`src/fspd_pkg.sv`:
```
// Shared types and constants for the four-step phase decoder.
// No dependencies; imported by every module of the block.
package fspd_pkg;

    localparam int GREY_W       = 8;
    localparam int PERIOD_W     = 8;
    localparam int OFFSET_W     = 16;
    localparam int CORDIC_ITERS = 30;
    localparam int CORDIC_W     = 32;
    localparam int ANG_W        = 32;
    localparam int PRESCALE     = 20;
    localparam int DIFF_W       = GREY_W + 2;

    localparam logic [PERIOD_W-1:0] PERIOD_RESET = 8'd16;

    // atan(2^-i) in units of 2^-32 turn
    localparam logic [ANG_W-1:0] ATAN_TURN [CORDIC_ITERS] = '{
        32'h20000000, 32'h12E4051E, 32'h09FB385B, 32'h051111D4, 32'h028B0D43,
        32'h0145D7E1, 32'h00A2F61E, 32'h00517C55, 32'h0028BE53, 32'h00145F2F,
        32'h000A2F98, 32'h000517CC, 32'h00028BE6, 32'h000145F3, 32'h0000A2FA,
        32'h0000517D, 32'h000028BE, 32'h0000145F, 32'h00000A30, 32'h00000518,
        32'h0000028C, 32'h00000146, 32'h000000A3, 32'h00000051, 32'h00000029,
        32'h00000014, 32'h0000000A, 32'h00000005, 32'h00000003, 32'h00000001
    };

    typedef struct packed {
        logic signed [CORDIC_W-1:0] x;
        logic signed [CORDIC_W-1:0] y;
        logic        [ANG_W-1:0]    ang;
        logic                       zero;
    } t_cordic;

endpackage

```
`src/fspd_cordic_cell.sv`:
```
// One CORDIC vectoring iteration, registered.
// Depends on fspd_pkg for the vector type and the arctangent table.
module fspd_cordic_cell import fspd_pkg::*; #(
    parameter int ITER = 0
) (
    input  logic    i_clk,
    input  logic    i_rst_n,
    input  logic    i_en,
    input  logic    i_valid,
    input  t_cordic i_data,
    output logic    o_valid,
    output t_cordic o_data
);

    logic    r_valid;
    t_cordic r_data;
    t_cordic n_data;
    logic    y_pos;

    always_comb begin
        y_pos       = !i_data.y[CORDIC_W-1] && (i_data.y != '0);
        n_data.zero = i_data.zero;
        if (y_pos) begin
            n_data.x   = i_data.x + (i_data.y >>> ITER);
            n_data.y   = i_data.y - (i_data.x >>> ITER);
            n_data.ang = i_data.ang + ATAN_TURN[ITER];
        end else begin
            n_data.x   = i_data.x - (i_data.y >>> ITER);
            n_data.y   = i_data.y + (i_data.x >>> ITER);
            n_data.ang = i_data.ang - ATAN_TURN[ITER];
        end
    end

    always_ff @(posedge i_clk) begin
        if (!i_rst_n) begin
            r_valid <= 1'b0;
        end else if (i_en) begin
            r_valid <= i_valid;
        end
    end

    always_ff @(posedge i_clk) begin
        if (i_en) begin
            r_data <= n_data;
        end
    end

    assign o_valid = r_valid;
    assign o_data  = r_data;

endmodule

```
`config.mk`:
```
export PLATFORM = sky130hd
export DESIGN_NAME = fspd_cordic_cell
export DESIGN_NICKNAME = d
export VERILOG_FILES = /design/src/fspd_pkg.sv /design/src/fspd_cordic_cell.sv
export SDC_FILE = /design/constraint.sdc
export NUM_CORES = 1
export LEC_CHECK = 0
export BUFFER_PORTS_ARGS = -buffer_cell sky130_fd_sc_hd__buf_4
export CAP_MARGIN = 20
export CORE_UTILIZATION = 54
export CTS_CLUSTER_DIAMETER = 40
export CTS_CLUSTER_SIZE = 40
export DETAILED_ROUTE_END_ITERATION = 7
export GPL_TIMING_DRIVEN = 0
export PLACE_DENSITY = 0.8
export SYNTH_ARGS = -nofsm -noshare
export SYNTH_HDL_FRONTEND = slang
export SYNTH_SLANG_ARGS = --single-unit
export TNS_END_PERCENT = 20
```
`constraint.sdc`:
```
create_clock -name i_clk -period 7.65 [get_ports i_clk]
set_clock_uncertainty 0.1 [all_clocks]
set_input_delay 1.1475 -clock i_clk [delete_from_list [all_inputs] [get_ports i_clk]]
set_output_delay 1.1475 -clock i_clk [all_outputs]
set_load 0.01 [all_outputs]
```
==> out/metrics.cfg <==
[setup_path]
cp_max_fo=10
start_kind=input port
crit_type=input port to register
arrival_ns=4.49
cp_slowest_cell=buf_1
crit_path_cell_trace=buf_4, nor4_1, nand4_1, nor2_1, or2_0, clkbuf_1, buf_1, mux2i_1, xnor2_1
crit_path_end_kind=register
cp_slowest_stage_delay_ns=0.74
critical_path_required_ns=7.67

[layout]
area_growth_pct=24.5
layout-drive-gt1-share_pct=21.9
final_util_pct=69.4
fin_nets=1366

[synth]
synthArstFlopShare_pct=0
seq_area_frac_synth_pct=33.9
synthFlopType=edfxtp_1
syn_inst=956
synth-seq-cells=97
syn_area_um2=8570
synth.distinct_cells=76
synth_fp_nets=1155
avgSynthCellArea_um2=8.97
synth_edf_count=96
synth_warnings=0

[timing]
worstMarginPinSlew_ns=1.06
fin_tns_setup_ns=0
timing.hold.ws_ns=0.466
hold_violations=0
fin_ws_ns=3.18
drv_slew=0
fmax_ghz=0.224
min_period_over_period_pct=58.5
rsz0062_at_grt=false
relSlewSlack_pct=29.5
setup_viol=0
period_minus_slack_ns=4.47

[die]
coreArea_um2=15400
start_util_pct=55.8
die-area_um2=16400
chipHeight_um=128
io_pins=199
die-width_um=128
fp-row-count=45

[global_route]
antenna_found_initial=1
grt_max_degree=98
grt-ovfl-total=0
gr-usage-all-layers_pct=35.5
grt_pass1_vias=7808
grt_pass1_wl_um=43600

[pwr]
p_per_area_nw_per_um2=181
p_leak_nw=4.69
power.total_mw=1.93
ir_drop_mv=0.108

[route]
vias_per_cell=5.98
wirelength_um=29100
wl_per_cell_um=21.0
drt-pass1-iter-count=6
dr_total_vias=8283
drt-initial-drc-count=897
drc_errors=0
drtAntennaViolNets=0

[clock_network]
post_cts_resized=0
cts_made_buffers=9
cts.sinks=97
cts_tree=built
ctsHoldBuffers=0
clk_latency_ns=0.35
cts_max_level=3
clk_pin_slew_ns=0.08
clockBufferDepth=2
cts_setup_buffers=0
clock-root-buffer=clkbuf_16

[place]
dpl.hpwl_um=23000
place.gp.congestion=0.998
dpl_worst_slack_ns=2.91
portBuffers=198

[run]
maxCapViolations=0

[worst_hold_path]
hold_class=register to register

[status]
status=completed

==> area by class of cell <==
class / count / area, um^2
multi-input combinational: 715 / 5080
tap: 211 / 264
sequential: 97 / 2900
fill: 1270 / 4700
timing repair buffer: 200 / 1520
clock buffer: 9 / 225
inverter: 102 / 383
clock inverter: 7 / 92.6
buffer: 42 / 209
antenna: 1 / 2.50
==> worst max-delay path: cells and delay by family <==
kind	cells	cell delay [ns]
AND/OR/NAND/NOR	4	1.39
multiplexers	1	0.21
buffers and inverters	3	1.36
XOR/XNOR	1	0.38
==> per-layer routing <==
layer  track usage [%]  routed length, um  up-vias
met5                 0                  0        -
met4              13.9               1080        0
met3              7.39               3150       83
met2              57.9              13200      511
met1              46.3              11600     3837
li1                  -                  -     3852
==> where the power goes <==
group / switching, mW / total (mW) / internal (mW)
registers: 0.0244 / 0.707 / 0.683
logic: 0.433 / 0.736 / 0.303
clock network: 0.226 / 0.489 / 0.263
total: 0.684 / 1.93 / 1.25
==> worst paths after layout <==
path | from | to | slack, ns | cells after the start
max | i_data[41] | o_data[80] | 3.18 | 9
min | o_valid | o_valid | 0.47 | 2
max reg2reg | o_valid | o_valid | 6.92 | 2
min reg2reg | o_valid | o_valid | 0.47 | 2
==> cells by family after synthesis <==
kind of cell	share of synthesized area, %
AOI/OAI and AO/OA	22.3
xor gates and xnor gates	6.23
and+or+nand+nor	13.9
adders and majority gates	14.7
DFF	33.9
buffers and inverters	6.90
muxes	2.10
==> flip-flops by register name, indices dropped and copies added (netlist names) <==
name     count
o_data      96
o_valid      1
==> synth_stat cells, types with 7 or more instances <==
master	count	share of area (%)
a211oi_1	8	0.70
a31oi_1	7	0.51
nor2_1	80	3.5
nand2_1	46	2.0
a21o_1	12	1.1
a21oi_1	106	6.2
nor4_1	13	0.95
o21bai_1	15	1.3
mux2i_1	18	2.1
clkbuf_1	17	0.74
nand2b_1	9	0.66
inv_1	95	4.2
ha_1	94	14
nor3_1	31	1.8
o21ai_0	61	3.6
nor2b_1	12	0.88
xnor2_1	54	5.5
a211o_1	7	0.72
and2_1	7	0.51
o31ai_1	9	0.79
buf_2	14	0.82
nand3_1	16	0.93
nand4_1	11	0.80
edfxtp_1	96	34
xor2_1	7	0.72
==> placed cells by master, fill, tap and decap left out, types with 31 or more instances in the layout <==
master and instances:
buf_4 199, ha_1 94, o21ai_0 61, nor3_1 31
nand2_1 46, a21oi_1 106, inv_1 95, edfxtp_1 96
nor2_1 80, xnor2_1 54
==> stage by stage <==
step / area, um^2 / std cells
after floorplan: 8570 / 956
after global placement: 10300 / 1365
after detailed placement: 10300 / 1366
after CTS: 10600 / 1382
after global routing: 10700 / 1383
final: 10700 / 1384
Note: power is estimated with default switching activity, not from simulation.
