`src/fspd_pkg.sv`:
```
// Shared types and constants for the four-step phase decoder.
// No dependencies; imported by every module of the block.
package fspd_pkg;

    localparam int GREY_W       = 8;
    localparam int PERIOD_W     = 8;
    localparam int OFFSET_W     = 16;
    localparam int CORDIC_ITERS = 30;
    localparam int CORDIC_W     = 32;
    localparam int ANG_W        = 32;
    localparam int PRESCALE     = 20;
    localparam int DIFF_W       = GREY_W + 2;

    localparam logic [PERIOD_W-1:0] PERIOD_RESET = 8'd16;

    // atan(2^-i) in units of 2^-32 turn
    localparam logic [ANG_W-1:0] ATAN_TURN [CORDIC_ITERS] = '{
        32'h20000000, 32'h12E4051E, 32'h09FB385B, 32'h051111D4, 32'h028B0D43,
        32'h0145D7E1, 32'h00A2F61E, 32'h00517C55, 32'h0028BE53, 32'h00145F2F,
        32'h000A2F98, 32'h000517CC, 32'h00028BE6, 32'h000145F3, 32'h0000A2FA,
        32'h0000517D, 32'h000028BE, 32'h0000145F, 32'h00000A30, 32'h00000518,
        32'h0000028C, 32'h00000146, 32'h000000A3, 32'h00000051, 32'h00000029,
        32'h00000014, 32'h0000000A, 32'h00000005, 32'h00000003, 32'h00000001
    };

    typedef struct packed {
        logic signed [CORDIC_W-1:0] x;
        logic signed [CORDIC_W-1:0] y;
        logic        [ANG_W-1:0]    ang;
        logic                       zero;
    } t_cordic;

endpackage

```
`src/fspd_scale.sv`:
```
// Phase rounding, scaling by the fringe period and wrap into the period.
// Three registered stages; depends on fspd_pkg for widths.
module fspd_scale import fspd_pkg::*; #(
    parameter int PHASE_BITS = 16
) (
    input  logic                i_clk,
    input  logic                i_rst_n,
    input  logic                i_en,
    input  logic                i_valid,
    input  logic [ANG_W-1:0]    i_ang,
    input  logic                i_zero,
    input  logic [PERIOD_W-1:0] i_period,
    output logic                o_valid,
    output logic [OFFSET_W-1:0] o_offset
);

    localparam int FX_W   = PERIOD_W + 8;
    localparam int PROD_W = PHASE_BITS + FX_W;

    logic [2:0]              r_valid;
    logic [PHASE_BITS-1:0]   r_phase;
    logic [PHASE_BITS-1:0]   n_phase;
    logic [PROD_W-1:0]       r_prod;
    logic [OFFSET_W-1:0]     r_offset;
    logic [OFFSET_W-1:0]     n_offset;
    logic [ANG_W-1:0]        ang_rnd;
    logic [FX_W-1:0]         period_fx;
    logic [PROD_W:0]         prod_rnd;
    logic [FX_W:0]           val;

    assign period_fx = {i_period, 8'h00};

    always_comb begin
        // round to PHASE_BITS; a full turn wraps to zero
        ang_rnd = i_ang + (ANG_W'(1) << (ANG_W - 1 - PHASE_BITS));
        n_phase = i_zero ? '0 : ang_rnd[ANG_W-1 -: PHASE_BITS];

        prod_rnd = {1'b0, r_prod} + ((PROD_W+1)'(1) << (PHASE_BITS - 1));
        val      = prod_rnd[PROD_W -: (FX_W+1)] + (FX_W+1)'(128);
        if (val > {1'b0, period_fx}) begin
            val = val - {1'b0, period_fx};
        end
        n_offset = val[OFFSET_W-1:0];
    end

    always_ff @(posedge i_clk) begin
        if (!i_rst_n) begin
            r_valid <= '0;
        end else if (i_en) begin
            r_valid <= {r_valid[1:0], i_valid};
        end
    end

    always_ff @(posedge i_clk) begin
        if (i_en) begin
            r_phase  <= n_phase;
            r_prod   <= PROD_W'(r_phase) * PROD_W'(period_fx);
            r_offset <= n_offset;
        end
    end

    assign o_valid  = r_valid[2];
    assign o_offset = r_offset;

endmodule
```
`config.mk`:
```
export PLATFORM = sky130hd
export DESIGN_NAME = fspd_scale
export DESIGN_NICKNAME = d
export VERILOG_FILES = /design/src/fspd_pkg.sv /design/src/fspd_scale.sv
export SDC_FILE = /design/constraint.sdc
export NUM_CORES = 1
export LEC_CHECK = 0
export BUFFER_PORTS_ARGS = -buffer_cell sky130_fd_sc_hd__buf_2
export CAP_MARGIN = 0
export CORE_UTILIZATION = 39
export CTS_CLUSTER_DIAMETER = 150
export DETAILED_ROUTE_END_ITERATION = 7
export GPL_TIMING_DRIVEN = 0
export PLACE_DENSITY = 0.65
export SYNTH_ARGS = -nofsm -noshare
export SYNTH_HDL_FRONTEND = slang
export SYNTH_SLANG_ARGS = --single-unit
export TNS_END_PERCENT = 30
```
`constraint.sdc`:
```
create_clock -name i_clk -period 6.7 [get_ports i_clk]
set_input_delay 1.34 -clock i_clk [delete_from_list [all_inputs] [get_ports i_clk]]
set_output_delay 1.34 -clock i_clk [all_outputs]
set_load 0.02 [all_outputs]
```
==> results.toml <==
[run_status]
status = "finished clean"

[die]
core.rowCount = 48
core_mm2 = 0.0172
initial_core_util_pct = 39.7
die_x_um = 134
ioPinCount = 62
die-area_mm2 = 0.0180
fp.dieH_um = 134

[pwr]
switching_power_mw = 1.37
vdd_drop_max_mv = 0.217
leakagePower_nw = 3.43
comb_power_share_pct = 69.0
swShare_pct = 45.0
power_density_mw_per_mm2 = 406
p_total_mw = 3.04
seq_power_share_pct = 22.3
p_clk_share_pct = 8.7
power.internal_mw = 1.67

[routing]
via_per_inst = 4.85
wl_mm = 13.5
drtAntennaViolNets = 0
dr.pass1.iters = 4
drc = 0
dr.first_iter.drc_count = 244
vias = 4678
wire_per_inst_um = 14.0

[clock_network]
cts.sinks = 52
cts_tree = "built"
clockBufferDepth = 2
post_cts_buffers = 0
cts_root_buf = "clkbuf_16"
htreeDepth = 2
hold_buffers = 0
cts_resized = 0
clk_latency_ns = 0.30
cts_made_buffers = 5
path_clk_slew_ns = 0.08

[layout]
num_antenna_cells = 0
fillers = 1698
nNetsFinal = 920
final_util_pct = 43.6
drive_gt1_share_pct = 13.0
areaGrowthSynthToFinish_pct = 9.73

[critical_path]
critPathCaptureType = "register"
critical_path.top_delay_family = "adder cells"
cp_slowest_cell = "fa_1"
cp-start-kind = "input port"
cp_max_fo = 10
critPathKind = "in -> reg"
arrival_ns = 6.39
cp_cell_sequence = "buf_2 -> clkbuf_1 -> nand2_1 -> fa_1 -> fa_1 -> inv_1 -> fa_1 -> inv_1 -> fa_1 -> inv_1 -> ha_1 -> a211oi_1 -> o311a_1 -> a21oi_2 -> a31o_4 -> a221oi_4 -> nor2_2 -> a311oi_2 -> xnor2_1"
cp_common_cell = "fa_1"
required_ns = 6.75
max_stage_delay_ns = 0.55
critPathBufInv = 5

[global_route]
grt_pass1_wl_mm = 23.3
grt_usage_pct = 16.3
antenna_found_initial = 0
grt_max_degree = 53
grt_pass1_vias = 4904
grt_remaining_overflow = 0

[sta]
fin_setup_tns_ns = 0
post-route-min-period_ns = 6.34
rsz0062_at_grt = "no"
worst_slack_ns = 0.362
finClkSkew_ns = 0.00886
finalSetupViolations = 0
drv_slew = 0
fmax_ghz = 0.158
hold_viol = 0
timing.hold.ws_ns = 0.526
maxSlewHeadroom_pct = 21.1
min_period_over_period_pct = 94.6
worst-slew-pin-transition_ns = 1.18

[yosys]
yosysWarningCount = 0
synth_top_area_share_pct = 24.6
async_reset_ff_share_pct = 0
yosysMostFrequentCell = "inv_1"
synth_cell_type_count = 67
synth_flop_cell = "edfxtp_1"
synth_top_area_cell = "fa_1"
synthCells = 686
ys_top_cells_by_area = "fa_1 (25%), edfxtp_1 (22%), ha_1 (9.5%)"
ys_ff_latch = 52
synth-edff-count = 49
synth_area_mm2 = 0.00683
synthTopCellsByCount = "inv_1 (120), and2_1 (89), fa_1 (84)"
synth-seq-area-share_pct = 22.4
synthesis.nets = 867
syn_avg_cell_area_um2 = 9.95

[min_path]
hp-class = "reg -> reg"

[placed_design]
gp_congestion = 0.814
io_buffers = 46
dp_slack_ns = 0.0250
dpl.hpwl_mm = 11.0

[run]
drv_cap = 0
-- per-stage QoR --
step           instances  cell area, um^2
5_1_grt              965             7490
6_report             965             7490
2_1_floorplan        686             6830
4_1_cts              965             7490
3_5_place_dp         957             7340
3_3_place_gp         957             7340
-- path summary, 6_finish.rpt --
path                            slack, ns          to        start  cells past startpoint
worst max-delay path                 0.36  r_prod[26]  i_period[7]                     19
worst min-delay path                 0.53  r_valid[2]   r_valid[2]                      2
worst max register to register       1.56  r_prod[29]   r_phase[2]                     16
worst min register to register       0.53  r_valid[2]   r_valid[2]                      2
-- state kept, by name (all words and copies together), names as in the netlist --
name,cells
r_prod,17
o_offset,16
r_phase,16
r_valid,3
-- logic make-up (layout without fill, tap and decap cells) --
logic type / Yosys count / in the layout / share of synthesized area [%]
DFF: 52 / 52 / 22.4
muxes: 11 / 11 / 2.13
and+or+nand+nor: 236 / 236 / 19.4
xor gates and xnor gates: 48 / 48 / 6.38
buffers and inverters: 133 / 187 / 7.53
AOI/OAI and AO/OA: 69 / 69 / 7.79
adders and majority gates: 137 / 137 / 34.3
-- layout by cell type (no fill, tap or decap), types with 3 or more instances in the layout --
cell	Yosys	layout
inv_1	120	120
and2_1	89	89
fa_1	84	84
ha_1	52	52
nand2_1	50	50
edfxtp_1	49	49
buf_2	0	46
nor2_1	26	26
xnor2_1	25	25
xor2_1	21	21
a21oi_1	16	16
nand4_1	11	11
nand3_1	11	11
clkbuf_1	10	10
nor2b_1	8	8
o21ai_0	8	8
mux2_4	7	7
and3_1	6	6
and2_2	5	5
nor3_1	5	5
a21o_1	5	5
o21a_1	5	5
clkbuf_16	0	5
or3_1	4	4
mux2i_1	4	4
and4_1	3	3
a31oi_1	3	3
o211ai_1	3	3
a211oi_1	3	3
nand2b_1	3	3
dfxtp_1	3	3
-- power by group through the flow --
| stage | clock network (mW) | registers (mW) | logic (mW) |
|---|---|---|---|
| 3_5_place_dp | 0 | 0.684 | 2.10 |
| 5_1_grt | 0.285 | 0.694 | 2.41 |
| 3_3_place_gp | 0 | 0.681 | 2.08 |
| 6_report | 0.266 | 0.678 | 2.10 |
| 2_1_floorplan | 0 | 0.720 | 1.66 |
| 4_1_cts | 0.273 | 0.677 | 2.12 |
-- layer usage --
metal	up-vias	GRT usage [%]	wire (um)
met5	-	0	0
met4	0	3.81	212
met3	19	2.65	727
met2	118	28.2	6220
met1	2205	21.3	6300
li1	2336	-	-
-- worst min-delay path: stages, from the launching register on --
cell	delay, ns
dfxtp_1	0.34
mux2i_1	0.07
nor2b_1	0.09
-- layout make-up --
type | instances | area [um^2] | share of cell area [%]
clock buffers | 5 | 125 | 1.67
flip-flops and latches | 52 | 1530 | 20.4
inverters | 120 | 450 | 6.01
clock inverters | 3 | 27.5 | 0.367
plain buffers | 13 | 63.8 | 0.852
well taps | 225 | 282 | 3.76
repair buffers | 46 | 230 | 3.07
multi-input cells | 501 | 4780 | 63.8
Power figures use the tool's default switching activity.
